**config.mk**
```make
export PLATFORM = sky130hd
export DESIGN_NAME = g3d_exp2
export DESIGN_NICKNAME = d
export VERILOG_FILES = /design/src/hw/rtl/g3d_pkg.sv /design/src/hw/rtl/g3d_exp2.sv
export SDC_FILE = /design/constraint.sdc
export NUM_CORES = 2
export LEC_CHECK = 0
export BUFFER_PORTS_ARGS = -buffer_cell sky130_fd_sc_hd__buf_2
export CAP_MARGIN = 20
export CORE_UTILIZATION = 30
export CTS_CLUSTER_DIAMETER = 30
export DETAILED_ROUTE_END_ITERATION = 10
export PLACE_DENSITY = 0.43
export SLEW_MARGIN = 20
export SYNTH_ARGS = -nofsm -noshare
export SYNTH_HDL_FRONTEND = slang
export SYNTH_SLANG_ARGS = --single-unit
```
**constraint.sdc**
```tcl
create_clock -name clk -period 6.3 [get_ports clk]
set_input_delay 0.315 -clock clk [delete_from_list [all_inputs] [get_ports clk]]
set_output_delay 0.315 -clock clk [all_outputs]
set_load 0.01 [all_outputs]
```
**src/hw/rtl/g3d_pkg.sv**
```systemverilog
// shared types, constants and the 2^-(i/16) table for the gaussian point evaluator
`timescale 1ns / 1ps

package g3d_pkg;

  // configuration register indexes
  localparam logic [2:0] REG_CENTER_X = 3'd0;
  localparam logic [2:0] REG_CENTER_Y = 3'd1;
  localparam logic [2:0] REG_CENTER_Z = 3'd2;
  localparam logic [2:0] REG_INV_VAR_LAT = 3'd3;
  localparam logic [2:0] REG_INV_VAR_AX = 3'd4;

  localparam int IV_WIDTH = 24;
  localparam logic [IV_WIDTH-1:0] IV_RESET = 24'd65536;

  // exponent argument limit is 2^ARG_BIT in the Q.32 domain
  localparam int ARG_BIT = 37;
  localparam logic [ARG_BIT:0] ARG_LIMIT = {1'b1, {ARG_BIT{1'b0}}};

  localparam logic [16:0] LOG2E_Q16 = 17'd94548;
  localparam logic [15:0] LN2_Q16 = 16'd45426;

  // word handed from the distance/scale front end to the exponential unit
  typedef struct packed {
    logic        valid;
    logic        zero;
    logic        over;
    logic [19:0] a16;
  } exp_req_t;

  function automatic logic [16:0] pow2_frac(input logic [3:0] idx);
    logic [16:0] val;
    case (idx)
      4'd0:    val = 17'd65536;
      4'd1:    val = 17'd62757;
      4'd2:    val = 17'd60097;
      4'd3:    val = 17'd57549;
      4'd4:    val = 17'd55109;
      4'd5:    val = 17'd52773;
      4'd6:    val = 17'd50535;
      4'd7:    val = 17'd48393;
      4'd8:    val = 17'd46341;
      4'd9:    val = 17'd44376;
      4'd10:   val = 17'd42495;
      4'd11:   val = 17'd40693;
      4'd12:   val = 17'd38968;
      4'd13:   val = 17'd37316;
      4'd14:   val = 17'd35734;
      default: val = 17'd34219;
    endcase
    return val;
  endfunction

endpackage

```
**src/hw/rtl/g3d_exp2.sv**
```systemverilog
// pipelined e^-x exponential as 2^-(x*log2 e): range reduction, fraction table, quadratic correction
`timescale 1ns / 1ps

module g3d_exp2 #(
  parameter int OUT_WIDTH = 16
) (
  input  logic                  clk,
  input  logic                  rst,
  input  g3d_pkg::exp_req_t     req,
  output logic                  out_valid,
  output logic [OUT_WIDTH-1:0]  out_value
);

  localparam logic [24:0] MAXV = 25'((1 << OUT_WIDTH) - 1);
  localparam logic [5:0] SHIFT_BIAS = 6'(24 - OUT_WIDTH);
  localparam logic [36:0] LOG2E_Q16_EXT = 37'(g3d_pkg::LOG2E_Q16);

  // stage e1: base-2 exponent
  logic        e1_v, e1_zero, e1_large;
  logic [20:0] e1_u16;
  // stage e2: split into shift, table index and correction term
  logic        e2_v, e2_zero, e2_large;
  logic [4:0]  e2_n;
  logic [3:0]  e2_idx;
  logic [11:0] e2_t;
  // stage e3: correction factor
  logic        e3_v, e3_zero, e3_large;
  logic [4:0]  e3_n;
  logic [3:0]  e3_idx;
  logic [16:0] e3_c;
  // stage e4: mantissa
  logic        e4_v, e4_zero, e4_large;
  logic [4:0]  e4_n;
  logic [16:0] e4_m;

  logic [37:0] u_full;
  logic [28:0] t_full;
  logic [23:0] tt;
  logic [23:0] tt_rnd;
  logic [16:0] c_next;
  logic [34:0] m_full;
  logic [5:0]  shift;
  logic [5:0]  shift_m1;
  logic [24:0] v;
  logic [24:0] shifted;
  logic [25:0] rnd_sum;
  logic [24:0] res;

  always_comb begin
    u_full = 38'(req.a16 * LOG2E_Q16_EXT) + 38'd32768;
  end

  always_comb begin
    t_full = 29'(e1_u16[11:0]) * 29'(g3d_pkg::LN2_Q16) + 29'd32768;
    tt = 24'(e2_t) * 24'(e2_t);
    tt_rnd = tt + 24'd65536;
    c_next = 17'd65536 - 17'(e2_t) + 17'(tt_rnd[23:17]);
    m_full = 35'(g3d_pkg::pow2_frac(e3_idx)) * 35'(e3_c) + 35'd32768;
  end

  always_comb begin
    shift = {1'b0, e4_n} + SHIFT_BIAS;
    shift_m1 = shift - 6'd1;
    v = {e4_m, 8'b0};
    shifted = v >> shift_m1;
    rnd_sum = {1'b0, shifted} + 26'd1;
    if (shift == 6'd0) begin
      res = v;
    end else if (shift >= 6'd40) begin
      res = '0;
    end else begin
      res = rnd_sum[25:1];
    end
  end

  always_ff @(posedge clk) begin
    if (rst) begin
      e1_v <= 1'b0;
      e2_v <= 1'b0;
      e3_v <= 1'b0;
      e4_v <= 1'b0;
      out_valid <= 1'b0;
    end else begin
      e1_v <= req.valid;
      e2_v <= e1_v;
      e3_v <= e2_v;
      e4_v <= e3_v;
      out_valid <= e4_v;
    end
  end

  always_ff @(posedge clk) begin
    e1_zero <= req.zero;
    e1_large <= req.over;
    e1_u16 <= u_full[36:16];

    e2_zero <= e1_zero;
    e2_large <= e1_large;
    e2_n <= e1_u16[20:16];
    e2_idx <= e1_u16[15:12];
    e2_t <= t_full[27:16];

    e3_zero <= e2_zero;
    e3_large <= e2_large;
    e3_n <= e2_n;
    e3_idx <= e2_idx;
    e3_c <= c_next;

    e4_zero <= e3_zero;
    e4_large <= e3_large;
    e4_n <= e3_n;
    e4_m <= m_full[32:16];

    if (e4_zero) begin
      out_value <= MAXV[OUT_WIDTH-1:0];
    end else if (e4_large) begin
      out_value <= '0;
    end else if (res > MAXV) begin
      out_value <= MAXV[OUT_WIDTH-1:0];
    end else begin
      out_value <= res[OUT_WIDTH-1:0];
    end
  end

  a_center_saturates: assert property (@(posedge clk) disable iff (rst)
    (req.valid && req.zero) |-> ##5 (out_valid && out_value == MAXV[OUT_WIDTH-1:0]))
    else $error("centered point did not give full scale");

  a_large_gives_zero: assert property (@(posedge clk) disable iff (rst)
    (req.valid && req.over && !req.zero) |-> ##5 (out_valid && out_value == '0))
    else $error("large argument did not give zero");

endmodule

```
==> out/metrics.cfg <==
[setup_path]
regToRegEndpoint = e3_c[9]
cp-end-kind = flop
cp-start-kind = flop
critPathArrivalTime_ns = 6.63
critPathRequiredTime_ns = 6.64
crit_buf_inv = 6
crit_path_max_incr_delay_ns = 0.58
cp_common_cell = fa_1
critPathKind = reg2reg
cp_max_fo = 5
r2r_slack_ns = 0.007
slowest_stage = fa_1
r2r-start = e2_t[5]
worstRegToRegCells = 26
cp_top_family = adder cells

[timing]
finalCritPeriodShare = 0.9988
fmax_mhz = 158.9
min_period_ns = 6.293
hold_viol_final = 0
rsz0062_at_grt = true
slew_headroom = 0.2743
skew_ns = 0.02140
final-max-slew-violation-count = 0
worst_pin_slew_ns = 1.088
holdWs_ns = 0.06024
setup_viol = 0
worst_slack_ns = 0.007459

[clock_network]
insertion_delay_ns = 0.48
clock-sinks = 132
cts_tree = done
path_clk_slew_ns = 0.06
clk_path_buf_depth = 2
htreeDepth = 4
numCtsBuffers = 17
cts_root_buf = clkbuf_16

[grt]
antenna_found_initial = 0
grt_overflow_total = 0
grt_max_degree = 29
grtUsageTotal = 0.1468
grt_pass1_vias = 21175
grt_pass1_wl_um = 108000

[outcome]
status = finished, violations left
violations = design-rule violations

[logic_synthesis]
yosys.area_share.simple = 0.1358
synthXorXnorAreaFrac = 0.04250
synth_compound_area_frac = 0.06458
syn_area_per_cell_sq_um = 9.188
synth_warnings = 0
synth-adder-area-share = 0.5318
synthFlopType = dfxtp_1
synth_top_family_by_area = adder cells
yosysUniqueCellTypes = 91
ys_ff_latch = 132
synth-edff-count = 0
synth.mux.area_fraction = 0.02083
synth_area_sq_um = 26970
syn_inst = 2935
synth_nets = 3841
synth-seq-area-share = 0.09799
async_flop_share = 0

[route]
vias = 19519
dr.pass1.iters = 10
drc = 4
vias_per_cell = 4.488
drt_iter0_markers = 867
wl_per_cell_um = 14.71
drtAntennaViolNets = 0
wirelength_um = 63990

[floorplan]
start_util = 0.3042
chipHeight_um = 301.8
design.die.area_sq_um = 91090
core-area_sq_um = 88650
rows = 109
die_width_um = 301.8
ioPinCount = 42

[placed_design]
hpwl_um = 56140
io_buffers = 41
gp_congestion = 0.8487
place_ws_ns = -0.4435

[worst_hold_path]
hold_class = in2reg
holdPathEnd = e1_v
hold_path_depth = 2
min_from = req[22]

[layout]
final_cell_mix = 664 x inv_1, 434 x ha_1, 432 x fa_1
mostFrequentLayoutCell = inv_1
drive_above_1_share = 0.1533
area_delta_synth_final_pct = 16.66
fin_nets = 4077

[run]
max-cap-violations = 0

worst reg2reg max path, cell delays in order (launching register included):
cell and delay (ns):
dfxtp_4 0.37, buf_6 0.11, nand2_4 0.05, fa_1 0.56, inv_2 0.06, fa_1 0.58, fa_2 0.49, fa_1 0.54
inv_2 0.04, fa_1 0.52, inv_2 0.05, ha_4 0.22, a21o_1 0.16, a21oi_2 0.14, buf_4 0.14, a31oi_4 0.09
o41a_1 0.39, buf_4 0.16, a211o_1 0.29, xor2_1 0.15, ha_1 0.32, o21ai_1 0.10, nand2b_1 0.07, a21o_1 0.17
nor2b_4 0.14, and2_4 0.15, xnor2_1 0.12
through the flow:
step	utilization	TNS [ns]	instance area [sq um]	cells
after detailed placement	0.3407	-4.108	30200	4301
after global routing	0.3549	-1.748	31460	4348
after floorplan	-	0	27090	2935
final	0.3549	0	31460	4349
after global placement	0.3407	-2.910	30200	4301
after CTS	0.3511	-0.06478	31120	4340
layout make-up:
| type | instances | area [sq um] |
|---|---|---|
| clock inverter | 12 | 201.4 |
| antenna | 1 | 2.502 |
| clock buffer | 19 | 452.9 |
| multi-input combinational | 2044 | 21800 |
| timing repair buffer | 295 | 2261 |
| tap | 1165 | 1458 |
| fill | 9116 | 57190 |
| inverter | 681 | 2562 |
| sequential | 132 | 2724 |
Yosys cell counts, types with 10 or more instances:
cell type,n,share of area
nor2_1,109,0.015
nand3_1,34,0.0063
buf_2,10,0.0019
nor3_1,36,0.0067
nor2b_1,24,0.0056
nand2_1,274,0.038
fa_1,442,0.33
mux4_2,10,0.0084
a31oi_1,12,0.0028
xor2_1,49,0.016
a21oi_1,64,0.012
dfxtp_1,132,0.098
clkbuf_1,65,0.0090
mux2_2,12,0.0050
o21ai_0,43,0.0080
a211oi_1,18,0.0050
nand2b_1,14,0.0032
a21o_1,23,0.0064
o21a_1,13,0.0036
and3_1,13,0.0030
and2_1,162,0.038
nand4_1,17,0.0039
ha_1,439,0.20
xnor2_1,80,0.026
mux2i_1,19,0.0071
inv_1,680,0.095
kinds of logic after synthesis:
family / after synthesis
XOR/XNOR: 130
multiplexers: 42
AND/OR/NAND/NOR: 734
buffers and inverters: 759
AO/OA/AOI/OAI: 257
flip-flops: 132
adder cells (fa/ha/maj): 881
per-layer routing:
layer  share of wire  track usage  vias to the layer above
met5               0            0                        -
met1            0.49       0.2019                     9582
met3           0.024      0.01946                       53
met4           0.010      0.02501                        0
met2            0.48       0.2479                      238
li1                -            -                     9646
worst max-delay path by stage:
stage               endpoint  slack [ns]  depth (start not counted)      from
floorplan           e4_m[16]       0.006                         24  e3_c[10]
global placement    e3_c[11]       -0.29                         31   e2_t[4]
detailed placement   e3_c[9]       -0.44                         33   e2_t[4]
CTS                  e3_c[9]       -0.05                         29   e2_t[6]
global route         e3_c[9]       -0.22                         27   e2_t[5]
finish               e3_c[9]       0.007                         26   e2_t[5]
timing repair:
| item | in CTS | in global routing |
|---|---|---|
| buffers inserted | 6 | 9 |
| gates cloned | 0 | 0 |
| setup endpoints to repair | 15 | 16 |
| hold buffers | 2 | 0 |
| pin swaps | 27 | 48 |
| endpoints found under the hold margin | 2 | 0 |
| resized for setup | 73 | 92 |
Power is left out: the tool's default activity adds up to more than one toggle a clock period on the data nets, which glitch-free logic cannot reach.
